`src/cbps_pkg.sv`:
```
// Shared constants and types for the credit based path selector.
package cbps_pkg;

    localparam int MAX_PATHS   = 16;
    localparam int CREDIT_BITS = 32;

    localparam int PATH_W     = $clog2(MAX_PATHS);
    localparam int CNT_W      = $clog2(MAX_PATHS + 1);
    localparam int LEN_W      = 16;
    localparam int QUANT_W    = 16;
    localparam int PCOUNT_W   = 5;
    localparam int MODE_W     = 2;
    localparam int CFG_IDX_W  = 2;
    localparam int CFG_DATA_W = 16;

    typedef logic signed [CREDIT_BITS-1:0] credit_t;
    typedef logic [CREDIT_BITS-1:0]        rounds_t;

    localparam credit_t CREDIT_MAX = {1'b0, {(CREDIT_BITS-1){1'b1}}};
    localparam credit_t CREDIT_MIN = {1'b1, {(CREDIT_BITS-1){1'b0}}};

    localparam logic [MODE_W-1:0] MODE_RR       = 2'd0;
    localparam logic [MODE_W-1:0] MODE_DRR      = 2'd1;
    localparam logic [MODE_W-1:0] MODE_MAX      = 2'd2;
    localparam logic [MODE_W-1:0] MODE_RR_ALIAS = 2'd3;

    localparam logic [CFG_IDX_W-1:0] REG_MODE       = 2'd0;
    localparam logic [CFG_IDX_W-1:0] REG_QUANTUM    = 2'd1;
    localparam logic [CFG_IDX_W-1:0] REG_PATH_COUNT = 2'd2;

    localparam logic [MODE_W-1:0]   RST_MODE       = MODE_DRR;
    localparam logic [QUANT_W-1:0]  RST_QUANTUM    = 16'd1500;
    localparam logic [PCOUNT_W-1:0] RST_PATH_COUNT = 5'd16;

endpackage

```
`src/cbps_div.sv`:
```
// Restoring divider that finds the refill round count, one quotient bit per cycle.
module cbps_div
    import cbps_pkg::*;
(
    input  logic               aclk,
    input  logic               aresetn,
    input  logic               start,
    input  rounds_t            dividend,
    input  logic [QUANT_W-1:0] divisor,
    output logic               done,
    output rounds_t            quotient
);

    localparam int STEP_W = $clog2(CREDIT_BITS + 1);

    logic               busy_reg;
    logic               done_reg;
    logic [STEP_W-1:0]  step_reg;
    rounds_t            acc_reg;
    logic [QUANT_W-1:0] rem_reg;

    logic [QUANT_W:0]   trial;
    logic               fits;
    logic [QUANT_W:0]   diff;

    always_comb begin
        trial = {rem_reg, acc_reg[CREDIT_BITS-1]};
        fits  = trial >= {1'b0, divisor};
        diff  = trial - {1'b0, divisor};
    end

    always_ff @(posedge aclk) begin
        if (!aresetn) begin
            busy_reg <= 1'b0;
            done_reg <= 1'b0;
            step_reg <= '0;
        end else begin
            done_reg <= 1'b0;
            if (start) begin
                busy_reg <= 1'b1;
                step_reg <= STEP_W'(CREDIT_BITS);
            end else if (busy_reg) begin
                step_reg <= step_reg - STEP_W'(1);
                if (step_reg == STEP_W'(1)) begin
                    busy_reg <= 1'b0;
                    done_reg <= 1'b1;
                end
            end
        end
    end

    // The dividend shifts out at the top while quotient bits shift in below.
    always_ff @(posedge aclk) begin
        if (start) begin
            acc_reg <= dividend;
            rem_reg <= '0;
        end else if (busy_reg) begin
            rem_reg <= fits ? diff[QUANT_W-1:0] : trial[QUANT_W-1:0];
            acc_reg <= {acc_reg[CREDIT_BITS-2:0], fits};
        end
    end

    assign done     = done_reg;
    assign quotient = acc_reg;

endmodule

```
`src/credit_based_path_selector.sv`:
```
// Top level of the credit based path selector with its credit memory and sequencer.
//
// Usage: each transfer on the s_ channel carries a packet length; the block
// answers with exactly one transfer on the m_ channel that carries the path
// chosen for that packet. Configuration (mode, quantum, path count) is
// written on the cfg_ channel, which is always ready; the user must write it
// only while the block is idle, as the block does not enforce this. Modes 0
// and 3 answer from the round-robin cursor. Modes 1 and 2 scan the credit
// memory one entry per cycle through its single read port. When a refill is
// needed, the round count comes from the divider (or is one round when a DRR
// scan finds positive credit only below the cursor), followed by a second
// read-modify-write sweep of the credit memory. One item is in work at a
// time; s_ready is high only between items. A finished result sits in the
// output register while the next item is accepted; if the receiver stalls,
// the following result waits until the register is free. Reset restores the
// register defaults, zeroes the cursor and marks all credits as zero through
// per-entry valid bits, so the block is ready in the first cycle after reset.
module credit_based_path_selector
    import cbps_pkg::*;
(
    input  logic                  aclk,
    input  logic                  aresetn,
    input  logic                  s_valid,
    output logic                  s_ready,
    input  logic [LEN_W-1:0]      s_packet_length,
    output logic                  m_valid,
    input  logic                  m_ready,
    output logic [PATH_W-1:0]     m_path,
    input  logic                  cfg_valid,
    output logic                  cfg_ready,
    input  logic [CFG_IDX_W-1:0]  cfg_index,
    input  logic [CFG_DATA_W-1:0] cfg_data
);

    localparam int PROD_W = CREDIT_BITS + QUANT_W;
    localparam int SUM_W  = PROD_W + 1;
    localparam int DIFF_W = CREDIT_BITS + 1;

    localparam logic signed [SUM_W-1:0] SUM_MAX =
        {{(SUM_W-CREDIT_BITS+1){1'b0}}, {(CREDIT_BITS-1){1'b1}}};
    localparam logic signed [DIFF_W-1:0] DIFF_MIN = {2'b11, {(CREDIT_BITS-1){1'b0}}};

    typedef enum logic [8:0] {
        ST_IDLE   = 9'b000000001,
        ST_SCAN   = 9'b000000010,
        ST_DECIDE = 9'b000000100,
        ST_DIV    = 9'b000001000,
        ST_MUL    = 9'b000010000,
        ST_REFILL = 9'b000100000,
        ST_PICK   = 9'b001000000,
        ST_CHARGE = 9'b010000000,
        ST_DONE   = 9'b100000000
    } state_t;

    state_t state_reg, state_next;

    logic [MODE_W-1:0]   mode_reg;
    logic [QUANT_W-1:0]  quantum_reg;
    logic [PCOUNT_W-1:0] pcount_reg;
    logic [PATH_W-1:0]   cursor_reg;

    logic [CNT_W-1:0]    n_eff;
    logic [QUANT_W-1:0]  q_eff;
    logic [PATH_W-1:0]   c_eff;

    credit_t             credit_mem [MAX_PATHS];
    logic [MAX_PATHS-1:0] entry_vld_reg;
    credit_t             rd_data_reg;
    logic                rd_vld_reg;

    logic [CNT_W-1:0]    issue_idx_reg;
    logic                eval_valid_reg;
    logic [PATH_W-1:0]   eval_idx_reg;

    logic                fc_found_reg, fa_found_reg, mx_any_reg;
    logic [PATH_W-1:0]   fc_idx_reg, fa_idx_reg, mx_idx_reg;
    credit_t             fc_val_reg, fa_val_reg, mx_val_reg;

    logic [LEN_W-1:0]    len_reg;
    logic [PATH_W-1:0]   chosen_reg;
    credit_t             best_reg;
    rounds_t             k_reg;
    logic [PROD_W-1:0]   prod_reg;

    logic                m_valid_reg;
    logic [PATH_W-1:0]   m_path_reg;

    logic                in_xfer;
    logic                rd_en;
    logic                pass_end;
    logic                track_clear;
    logic                sweep_mode;
    logic                div_start;
    logic                div_done;
    rounds_t             div_quot;
    rounds_t             div_dividend;

    credit_t             cur_val;
    logic signed [SUM_W-1:0]  refill_sum;
    credit_t             refill_val;
    credit_t             ev_val;
    logic signed [DIFF_W-1:0] charge_diff;
    credit_t             charge_val;

    logic                wr_en;
    logic [PATH_W-1:0]   wr_addr;
    credit_t             wr_data;

    // Effective configuration: out-of-range path counts, a zero quantum and a cursor past the paths in use are folded.
    always_comb begin
        if (pcount_reg == '0) begin
            n_eff = CNT_W'(1);
        end else if (int'(pcount_reg) > MAX_PATHS) begin
            n_eff = CNT_W'(MAX_PATHS);
        end else begin
            n_eff = CNT_W'(pcount_reg);
        end
        q_eff = (quantum_reg == '0) ? QUANT_W'(1) : quantum_reg;
        c_eff = (CNT_W'(cursor_reg) < n_eff) ? cursor_reg : '0;
    end

    assign s_ready   = (state_reg == ST_IDLE);
    assign cfg_ready = 1'b1;
    assign m_valid   = m_valid_reg;
    assign m_path    = m_path_reg;
    assign in_xfer   = s_valid && s_ready;

    assign sweep_mode  = (state_reg == ST_SCAN) || (state_reg == ST_REFILL);
    assign rd_en       = sweep_mode && (issue_idx_reg < n_eff);
    assign pass_end    = eval_valid_reg && (CNT_W'(eval_idx_reg) == n_eff - CNT_W'(1));
    assign track_clear = (in_xfer && mode_reg != MODE_RR && mode_reg != MODE_RR_ALIAS)
                         || (state_reg == ST_MUL);

    // Evaluation stage: the word read last cycle, refilled when sweeping for a refill.
    always_comb begin
        cur_val    = rd_vld_reg ? rd_data_reg : '0;
        refill_sum = {{(SUM_W-CREDIT_BITS){cur_val[CREDIT_BITS-1]}}, cur_val}
                     + $signed({1'b0, prod_reg});
        refill_val = (refill_sum > SUM_MAX) ? CREDIT_MAX : refill_sum[CREDIT_BITS-1:0];
        ev_val     = (state_reg == ST_REFILL) ? refill_val : cur_val;

        charge_diff = {best_reg[CREDIT_BITS-1], best_reg}
                      - $signed({{(DIFF_W-LEN_W){1'b0}}, len_reg});
        charge_val  = (charge_diff < DIFF_MIN) ? CREDIT_MIN
                                               : charge_diff[CREDIT_BITS-1:0];
    end

    always_comb begin
        wr_en   = 1'b0;
        wr_addr = eval_idx_reg;
        wr_data = refill_val;
        if (state_reg == ST_CHARGE) begin
            wr_en   = 1'b1;
            wr_addr = chosen_reg;
            wr_data = charge_val;
        end else if (state_reg == ST_REFILL && eval_valid_reg) begin
            wr_en = 1'b1;
        end
    end

    always_comb begin
        state_next = state_reg;
        div_start  = 1'b0;
        unique case (state_reg)
            ST_IDLE: begin
                if (s_valid) begin
                    if (mode_reg == MODE_DRR || mode_reg == MODE_MAX) begin
                        state_next = ST_SCAN;
                    end else begin
                        state_next = ST_DONE;
                    end
                end
            end
            ST_SCAN: begin
                if (pass_end) begin
                    state_next = ST_DECIDE;
                end
            end
            ST_DECIDE: begin
                if (mode_reg == MODE_DRR && fc_found_reg) begin
                    state_next = ST_CHARGE;
                end else if (mx_val_reg > 0) begin
                    state_next = (mode_reg == MODE_DRR) ? ST_MUL : ST_CHARGE;
                end else begin
                    state_next = ST_DIV;
                    div_start  = 1'b1;
                end
            end
            ST_DIV: begin
                if (div_done) begin
                    state_next = ST_MUL;
                end
            end
            ST_MUL:    state_next = ST_REFILL;
            ST_REFILL: begin
                if (pass_end) begin
                    state_next = ST_PICK;
                end
            end
            ST_PICK:   state_next = ST_CHARGE;
            ST_CHARGE: state_next = ST_DONE;
            ST_DONE: begin
                if (!m_valid_reg || m_ready) begin
                    state_next = ST_IDLE;
                end
            end
            default:   state_next = ST_IDLE;
        endcase
    end

    assign div_dividend = rounds_t'(credit_t'(0) - mx_val_reg);

    cbps_div u_div (
        .aclk     (aclk),
        .aresetn  (aresetn),
        .start    (div_start),
        .dividend (div_dividend),
        .divisor  (q_eff),
        .done     (div_done),
        .quotient (div_quot)
    );

    // Control state.
    always_ff @(posedge aclk) begin
        if (!aresetn) begin
            state_reg      <= ST_IDLE;
            mode_reg       <= RST_MODE;
            quantum_reg    <= RST_QUANTUM;
            pcount_reg     <= RST_PATH_COUNT;
            cursor_reg     <= '0;
            entry_vld_reg  <= '0;
            issue_idx_reg  <= '0;
            eval_valid_reg <= 1'b0;
            fc_found_reg   <= 1'b0;
            fa_found_reg   <= 1'b0;
            mx_any_reg     <= 1'b0;
            m_valid_reg    <= 1'b0;
        end else begin
            state_reg      <= state_next;
            eval_valid_reg <= rd_en;

            if (cfg_valid) begin
                unique case (cfg_index)
                    REG_MODE:       mode_reg    <= cfg_data[MODE_W-1:0];
                    REG_QUANTUM:    quantum_reg <= cfg_data[QUANT_W-1:0];
                    REG_PATH_COUNT: pcount_reg  <= cfg_data[PCOUNT_W-1:0];
                    default: ;
                endcase
            end

            if (wr_en) begin
                entry_vld_reg[wr_addr] <= 1'b1;
            end

            if (track_clear) begin
                issue_idx_reg <= '0;
            end else if (rd_en) begin
                issue_idx_reg <= issue_idx_reg + CNT_W'(1);
            end

            if (in_xfer && (mode_reg == MODE_RR || mode_reg == MODE_RR_ALIAS)) begin
                cursor_reg <= (CNT_W'(c_eff) + CNT_W'(1) >= n_eff)
                              ? '0 : c_eff + PATH_W'(1);
            end else if (state_reg == ST_CHARGE) begin
                cursor_reg <= chosen_reg;
            end

            if (track_clear) begin
                fc_found_reg <= 1'b0;
                fa_found_reg <= 1'b0;
                mx_any_reg   <= 1'b0;
            end else if (eval_valid_reg) begin
                if (ev_val > 0 && !fa_found_reg) begin
                    fa_found_reg <= 1'b1;
                end
                if (ev_val > 0 && !fc_found_reg && eval_idx_reg >= c_eff) begin
                    fc_found_reg <= 1'b1;
                end
                mx_any_reg <= 1'b1;
            end

            if (state_reg == ST_DONE && (!m_valid_reg || m_ready)) begin
                m_valid_reg <= 1'b1;
            end else if (m_valid_reg && m_ready) begin
                m_valid_reg <= 1'b0;
            end
        end
    end

    // Credit memory: one write port, one registered read port.
    always_ff @(posedge aclk) begin
        if (wr_en) begin
            credit_mem[wr_addr] <= wr_data;
        end
        if (rd_en) begin
            rd_data_reg <= credit_mem[issue_idx_reg[PATH_W-1:0]];
            rd_vld_reg  <= entry_vld_reg[issue_idx_reg[PATH_W-1:0]];
        end
    end

    // Datapath registers.
    always_ff @(posedge aclk) begin
        eval_idx_reg <= issue_idx_reg[PATH_W-1:0];

        if (!track_clear && eval_valid_reg) begin
            if (ev_val > 0 && !fa_found_reg) begin
                fa_idx_reg <= eval_idx_reg;
                fa_val_reg <= ev_val;
            end
            if (ev_val > 0 && !fc_found_reg && eval_idx_reg >= c_eff) begin
                fc_idx_reg <= eval_idx_reg;
                fc_val_reg <= ev_val;
            end
            // Strictly greater keeps the lowest index on a tie.
            if (!mx_any_reg || ev_val > mx_val_reg) begin
                mx_idx_reg <= eval_idx_reg;
                mx_val_reg <= ev_val;
            end
        end

        if (in_xfer) begin
            len_reg    <= s_packet_length;
            chosen_reg <= c_eff;
        end

        if (state_reg == ST_DECIDE) begin
            k_reg <= rounds_t'(1);
            if (mode_reg == MODE_DRR && fc_found_reg) begin
                chosen_reg <= fc_idx_reg;
                best_reg   <= fc_val_reg;
            end else begin
                chosen_reg <= mx_idx_reg;
                best_reg   <= mx_val_reg;
            end
        end

        if (state_reg == ST_DIV && div_done) begin
            k_reg <= div_quot + rounds_t'(1);
        end

        if (state_reg == ST_MUL) begin
            prod_reg <= PROD_W'(k_reg) * PROD_W'(q_eff);
        end

        if (state_reg == ST_PICK) begin
            if (mode_reg == MODE_DRR) begin
                chosen_reg <= fa_idx_reg;
                best_reg   <= fa_val_reg;
            end else begin
                chosen_reg <= mx_idx_reg;
                best_reg   <= mx_val_reg;
            end
        end

        if (state_reg == ST_DONE && (!m_valid_reg || m_ready)) begin
            m_path_reg <= chosen_reg;
        end
    end

    a_no_write_idle: assert property (@(posedge aclk) disable iff (!aresetn)
        (state_reg == ST_IDLE) |-> !wr_en)
        else $error("credit memory written while idle");

    a_refill_nonzero: assert property (@(posedge aclk) disable iff (!aresetn)
        (state_reg == ST_REFILL) |-> (prod_reg != '0))
        else $error("refill sweep with zero credit increment");

    a_one_item: assert property (@(posedge aclk) disable iff (!aresetn)
        (s_valid && s_ready) |=> !s_ready)
        else $error("second item accepted while one is in work");

    a_path_in_use: assert property (@(posedge aclk) disable iff (!aresetn)
        (state_reg == ST_DONE) |-> (CNT_W'(chosen_reg) < n_eff))
        else $error("chosen path outside the paths in use");

    a_div_done_state: assert property (@(posedge aclk) disable iff (!aresetn)
        div_done |-> (state_reg == ST_DIV))
        else $error("divider finished outside its wait state");

endmodule
```
`config.mk`:
```
export PLATFORM = sky130hd
export DESIGN_NAME = credit_based_path_selector
export DESIGN_NICKNAME = d
export VERILOG_FILES = /design/src/cbps_pkg.sv /design/src/cbps_div.sv /design/src/credit_based_path_selector.sv
export SDC_FILE = /design/constraint.sdc
export NUM_CORES = 2
export LEC_CHECK = 0
export ABC_AREA = 1
export ABC_CLOCK_PERIOD_IN_PS = 11300
export BUFFER_PORTS_ARGS = -buffer_cell sky130_fd_sc_hd__buf_4
export CAP_MARGIN = 20
export CORE_MARGIN = 4
export CORE_UTILIZATION = 34
export CTS_BUF_LIST = sky130_fd_sc_hd__clkbuf_4 sky130_fd_sc_hd__clkbuf_8
export CTS_CLUSTER_DIAMETER = 30
export DETAILED_ROUTE_END_ITERATION = 10
export MAX_ROUTING_LAYER = met4
export PLACE_DENSITY_LB_ADDON = 0.15
export SYNTH_ARGS = -nofsm -noshare
export SYNTH_HDL_FRONTEND = slang
export SYNTH_SLANG_ARGS = --single-unit
```
`constraint.sdc`:
```
create_clock -name aclk -period 11.3 [get_ports aclk]
set_input_delay 0.565 -clock aclk [delete_from_list [all_inputs] [get_ports aclk]]
set_output_delay 0.565 -clock aclk [all_outputs]
set_load 0.03 [all_outputs]
```
# [Word-level counts from Yosys, hierarchy flattened]
# Memory sizes are Yosys's and may differ from the RTL's. A register that Yosys moved wholly into a read port is not among the register bits.
# Cells that the tools add are included.
[totals] reg_bits=367 ram_bits=512 input_bits=39 word_cells=189 n_memories=1
[op_classes] muxes=56 n_bitwise=3 n_eq_ne=22 n_lt_le_gt_ge=14 n_reduce_logical=50 add_sub_neg=10 n_mul=1
[memory_table] memory="credit_mem" words=16 word_bits=32 rd=1 rd_ports_with_merged_regs=1 write_ports=1 line="credit_based_path_selector.sv:66" rtl="credit_t credit_mem [MAX_PATHS];"
[op_table] operator="two-way mux 32 bit" n=13
[op_table] operator="one-hot mux 9 bit (9 select lines)" n=1
[op_table] operator="> comparator 32 x 1 -> 1 bit (second input constant)" n=2
[op_table] operator="two-way mux 9 bit" n=6
[op_table] operator="adder 49 x 48 -> 49 bit" n=1
[op_table] operator="> comparator 49 x 32 -> 1 bit (second input constant)" n=1
[op_table] operator="multiplier 32 x 16 -> 48 bit" n=1
[op_table] operator="two-way mux 4 bit" n=10
[op_table] operator="less-than comparator 33 x 32 -> 1 bit (second input constant)" n=1
[op_table] operator="subtractor 32 x 17 -> 33 bit" n=1
[op_table] operator="adder 32 x 1 -> 32 bit (second input constant)" n=1
[op_table] operator="> comparator 32 bit" n=1
[op_table] operator="two-way mux 16 bit" n=2
[op_table] operator="subtractor 1 x 32 -> 32 bit (first input constant)" n=1
[op_table] operator="two-way mux 8 bit" n=3
[op_table] operator="greater-or-equal comparator 17 x 16 -> 1 bit" n=1
[op_table] operator="logical AND 1 bit" n=16
[op_table] operator="zero test 16 bit" n=1
[op_table] operator="OR 16 bit" n=1
[op_table] operator="AND reduction 2 bit" n=8
[op_table] operator="subtractor 16 bit" n=1
[op_table] operator="two-way mux 1 bit" n=15
[op_table] operator="two-way mux 6 bit" n=2
[op_table] operator="nonzero test 2 bit" n=6
[op_table] operator="other kinds (39)" n=60

# [Logic depth before layout (Yosys ltp)]
[logic_depth] depth_word=9 depth_mapped=41 mapped_depth_nobuf=37

# [Modules after synthesis]
# A second synthesis with hierarchy kept.
[hier_totals] hier_cells=6523 hier_area_um2=60416.7
[modules_own_cells] mod="credit_based_path_selector" cells_each=6022 instances=1 area_per_inst_um2=56765.7 seq_area_each_um2=25014.0
[modules_own_cells] mod="cbps_div" cells_each=501 instances=1 area_per_inst_um2=3651.0 seq_area_each_um2=1441.4

# [Worst setup path before layout]
# No wires, ideal clock.
[synth_timing] path_type="flip-flop to flip-flop" start="register rd_vld_reg" end="register mx_idx_reg[0] (enable)" period_less_slack_ps=7426 stages_incl_launch_ff=36 arrival_ps=6952 path_buffers=4 slack_ps=3874 setup_time_ps=474 path_cell_list="edfxtp_1 buf_6 buf_4 clkbuf_1 nand2_1 fa_1 nor2_1 o21ai_0 nand2_1 nand2_1 nand2_1 nand2_1 nand2_1 nand2_1 nand2_1 nand3_1 nand4_1 nand3_1 nor2_1 nand3_1 nand2_2 buf_6 nand3_1 o21ai_1 inv_1 ha_1 a21oi_1 o21ai_0 a21oi_1 nor2_1 o21bai_1 a21oi_1 a211oi_1 xor2_1 a21oi_1 nor3_1"
[synth_between] elab_chain_len=8
[synth_rtl] item="start, declared" line="credit_based_path_selector.sv:69" rtl="logic rd_vld_reg;"
[synth_rtl] item="start signal, assigned" line="credit_based_path_selector.sv:297" rtl="rd_vld_reg <= entry_vld_reg[issue_idx_reg[PATH_W-1:0]];"
[synth_rtl] item="two-way mux 32 bit *" line="credit_based_path_selector.sv:136" rtl="cur_val = rd_vld_reg ? rd_data_reg : '0;"
[synth_rtl] item="adder 49 x 48 -> 49 bit" line="credit_based_path_selector.sv:138" rtl="+ $signed({1'b0, prod_reg});"
[synth_rtl] item="> comparator 49 x 32 -> 1 bit" line="credit_based_path_selector.sv:139" rtl="refill_val = (refill_sum > SUM_MAX) ? CREDIT_MAX : refill_sum[CREDIT_BITS-1:0];"
[synth_rtl] item="two-way mux 32 bit" line="credit_based_path_selector.sv:139"
[synth_rtl] item="two-way mux 32 bit *" line="credit_based_path_selector.sv:140" rtl="ev_val = (state_reg == ST_REFILL) ? refill_val : cur_val;"
[synth_rtl] item="net ev_val[19]" line="credit_based_path_selector.sv:101" rtl="credit_t ev_val;"
[synth_rtl] item="> comparator 32 bit *" line="credit_based_path_selector.sv:315" rtl="if (!mx_any_reg || ev_val > mx_val_reg) begin"
[synth_rtl] item="logical OR 1 bit *" line="credit_based_path_selector.sv:315"
[synth_rtl] item="AND reduction 2 bit (no source line) *"
[synth_rtl] item="end signal, assigned" line="credit_based_path_selector.sv:316" rtl="mx_idx_reg <= eval_idx_reg;"
[synth_rtl] item="end, declared" line="credit_based_path_selector.sv:76" rtl="logic [PATH_W-1:0] fc_idx_reg, fa_idx_reg, mx_idx_reg;"
# Mark *: on every way through the listed nets, which the timed path passes. The rest lies on a longest branch.
# A chain may end at the register's enable or synchronous reset.

# [Worst setup path in the final report]
[layout_timing] start="register rd_vld_reg" end="register mx_val_reg[16] (enable)"
[layout_between] elab_chain_len=8
[layout_rtl] item="two-way mux 32 bit *" line="credit_based_path_selector.sv:136"
[layout_rtl] item="adder 49 x 48 -> 49 bit" line="credit_based_path_selector.sv:138"
[layout_rtl] item="> comparator 49 x 32 -> 1 bit" line="credit_based_path_selector.sv:139"
[layout_rtl] item="two-way mux 32 bit" line="credit_based_path_selector.sv:139"
[layout_rtl] item="two-way mux 32 bit *" line="credit_based_path_selector.sv:140"
[layout_rtl] item="net ev_val[14]" line="credit_based_path_selector.sv:101"
[layout_rtl] item="> comparator 32 bit *" line="credit_based_path_selector.sv:315"
[layout_rtl] item="logical OR 1 bit *" line="credit_based_path_selector.sv:315"
[layout_rtl] item="AND reduction 2 bit (no source line) *"
[layout_rtl] item="end signal, assigned" line="credit_based_path_selector.sv:317" rtl="mx_val_reg <= ev_val;"
[layout_rtl] item="end, declared" line="credit_based_path_selector.sv:77" rtl="credit_t fc_val_reg, fa_val_reg, mx_val_reg;"
# Marks and branches as above.

==> metrics.md <==
| Metric | Value |
|---|---|
| #FFs+latches synth | `911` |
| Top_reg_cell synth | `edfxtp_1` |
| Synth async-reset ratio | `0` |
| Worst hold path depth | `4` |
| Pins Over Slew Limit | `0` |
| ANT nets after route | `0` |
| Worst Hold Endpoint | `mode_reg[0]` |
| Share of the yosys chip area belonging to registers | `0.444` |
| Layout cell share with drive strength beyond 1 | `0.0912` |
| Critical Path Source Type | `flop` |
| Tot GR Track Use | `0.224` |
| DIE WIDTH | `about 430 um` |
| Worst skew pair latency | `roughly 0.95 ns` |
| Cell Area, Synth | `around 60000 um2` |
| Setup TNS | `0 ns` |
| Routed vias | `45.7k` |
| CTS H-tree depth | `4` |
| Vias in the first global route | `~45k` |
| Worst Skew | `0.0708 ns` |
| Cell total after placement | `between 8k and 9k` |
| Placer Congestion | `roughly 1` |
| # port buffers | `44` |
| Post-synth EDFFs | `between 800 and 900` |
| Crit path largest cell delay | `between 0.7 and 0.8 ns` |
| RSZ-0062 raised after global routing | `no` |
| Syn nets | `a little over 7k` |
| Worst Hold Class | `primary input to flop` |
| Final #Nets | `a little over 7k` |
| Overflow after GRT | `0` |
| Layout Cells excl Fill | `between 8k and 9k` |
| Critical path buffers and inverters | `7` |
| Multi-input gate area | `between 20000 and 30000 um2` |
| Simple-gate share of the synthesized area | `0.159` |
| Max reg flops | `between 500 and 600` |
| Core Rows | `around 150` |
| Final worst path period share | `0.757` |
| Leak pwr | `between 0.02 and 0.03 uW` |
| CTS tree | `done` |
| Post-DP HPWL | `between 100000 and 150000 um` |
| Mux contribution to synthesized area | `0.000168` |
| Worst endpoint required time | `about 12 ns` |
| Crit path top cell by count | `nand2_1` |
| Worst R2R Path Depth | `37` |
| Setup-failing EPs final | `0` |
| R2r startpoint | `rd_vld_reg` |
| Post-route DRC | `0` |
| Antenna violations before repair | `4` |
| R2R Path End | `mx_val_reg[16]` |
| Max Buffers Root-to-Sink | `3` |
| Post-DR wirelength/cell | `around 22 um` |
| Min Tclk post-route | `around 8.6 ns` |
| First-pass GRT wire length | `296000 um` |
| Starting Density | `0.342` |
| Die Area | `between 150000 and 200000 um2` |
| # clock sinks | `911` |
| Post-Synth XOR/XNOR Area | `0.0184` |
| Core ar. | `174000 um2` |
| Slew @ Worst Pin | `1.05 ns` |
| Placed cell area | `between 60000 and 70000 um2` |
| Max-cap violation count | `0` |
| Crit-path max FO | `between 60 and 70` |
| Layout overhead on the synthesized area | `14.0%` |
| 1st-iter DRT viols | `4097` |
| Design area | `just under 70000 um2` |
| Cell variety after synth | `63` |
| CP arrival | `about 9 ns` |
| Root buf cell | `clkbuf_8` |
| Crit end category | `flop` |
| Cell family with most CP delay | `simple AND/OR/NAND/NOR gates` |
| Fillers | `17.4k` |
| Max VDD drop | `100 uV` |
| Crit path kind | `flop to flop` |
| Post-synthesis compound-gate area fraction | `0.102` |
| Avg Cell Area, Syn | `~9.3 um2` |
| Warnings, synthesis | `0` |
| Drt pass-1 iters | `6` |
| Min-delay src | `cfg_valid` |
| Largest net degree at the start of global routing | `85` |
| Power density over the cells | `about 150 nW/um2` |
| Most frequent cells in the layout | `nand2_1, inv_1, edfxtp_1` |
| Fmax | `117 MHz` |
| Total CTS buffers | `about 210` |
| Register area | `roughly 26000 um2` |
| Drt total wl | `approximately 200000 um` |
| Final hold violation count | `0` |
| Adder-Cell Fraction of Synth Area | `0.193` |
| Crit path max-delay cell type | `edfxtp_1` |
| Synth Instances | `about 6.4k` |
| Largest family of logic cells by synthesized area | `adder cells` |
| Outcome | `completed` |
| Slew margin rel. | `0.297` |
| Vias per cell | `between 5 and 6` |
| Clock Pin Slew Worst Setup and Hold Paths | `0.06 ns` |
| Most common cell after layout, fill and taps aside | `nand2_1` |
| Die Span Y | `~430 um` |
| R2r setup slk | `approximately 2.7 ns` |
| IO Pins | `46` |
-- metrics by stage --
stage	hold WS [ns]	utilization	total power, uW	worst slack, ns
floorplan	0.383	-	5150	3.87
global placement	0.431	0.359	5840	2.82
detailed placement	0.439	0.359	5840	2.90
CTS	0.0928	0.390	10200	2.84
global route	0.148	0.390	10600	2.12
finish	0.194	0.390	10100	2.75
-- power by group --
part	switching, uW	internal [uW]
clock	1690	2620
sequential	92.0	3900
combinational	1320	492
-- cells by family (layout without fill, tap and decap cells) --
family,Yosys count,in the layout
simple gates,2325,2325
mux,1,1
compound gates,1041,1041
fa+ha+maj,669,669
flops,911,911
buf+inv,1308,1572
other cells,1,5
xor+xnor,125,125
-- worst reg2reg max path, delay by kind of cell, from the launching register on --
family / cells / cell delay [ns]
flops: 1 / 0.78
buf+inv: 7 / 1.99
simple gates: 20 / 3.00
xor+xnor: 1 / 0.16
fa+ha+maj: 3 / 1.09
compound gates: 6 / 1.12
-- cell type report --
type	instances	share of cell area
Inverter	1006	0.0557
Timing Repair Buffer	171	0.0210
Multi-Input combinational cell	4162	0.419
Sequential cell	911	0.390
Tap cell	2325	0.0428
Clock buffer	258	0.0489
Antenna cell	4	0.000147
Clock inverter	137	0.0233
-- layer usage --
| metal | vias up | GRT usage | part of all wire |
|---|---|---|---|
| met5 | - | - | 0 |
| met4 | 0 | 0.0549 | 0.021 |
| met3 | 280 | 0.0310 | 0.056 |
| met2 | 1383 | 0.339 | 0.45 |
| met1 | 22800 | 0.320 | 0.48 |
| li1 | 21200 | - | - |
-- cells in the mapped netlist, drive strengths merged, types with 15 or more instances --
cell | number | area (um2)
a21oi | 227 | 1140
a31o | 15 | 131
a31oi | 20 | 125
buf | 25 | 160
clkbuf | 277 | 1040
dfxtp | 90 | 1800
edfxtp | 821 | 24700
fa | 421 | 8430
ha | 248 | 3100
inv | 1001 | 3760
nand2 | 1339 | 5060
nand3 | 227 | 1160
nand4 | 39 | 244
nor2 | 623 | 2370
nor3 | 52 | 308
nor4 | 20 | 153
o211ai | 70 | 526
o21a | 16 | 120
o21ai | 480 | 2420
o21bai | 19 | 143
o221ai | 60 | 526
o22ai | 74 | 463
xnor2 | 34 | 298
xor2 | 91 | 797
-- worst max path at each step --
stage,start,endpoint,slack [ns],depth (start not counted)
floorplan,rd_vld_reg,mx_idx_reg[0],3.87,35
global placement,rd_vld_reg,mx_val_reg[18],2.82,37
detailed placement,rd_vld_reg,mx_val_reg[18],2.90,37
CTS,rd_vld_reg,mx_val_reg[11],2.84,37
global route,rd_vld_reg,mx_val_reg[11],2.12,37
finish,rd_vld_reg,mx_val_reg[16],2.75,37
-- what timing repair did --
action	CTS	global route
setup endpoints to repair	0	0
resized for setup	0	0
hold endpoints to repair	44	0
hold buffers	43	0
setup buffers	0	0
Power figures use the tool's default switching activity.
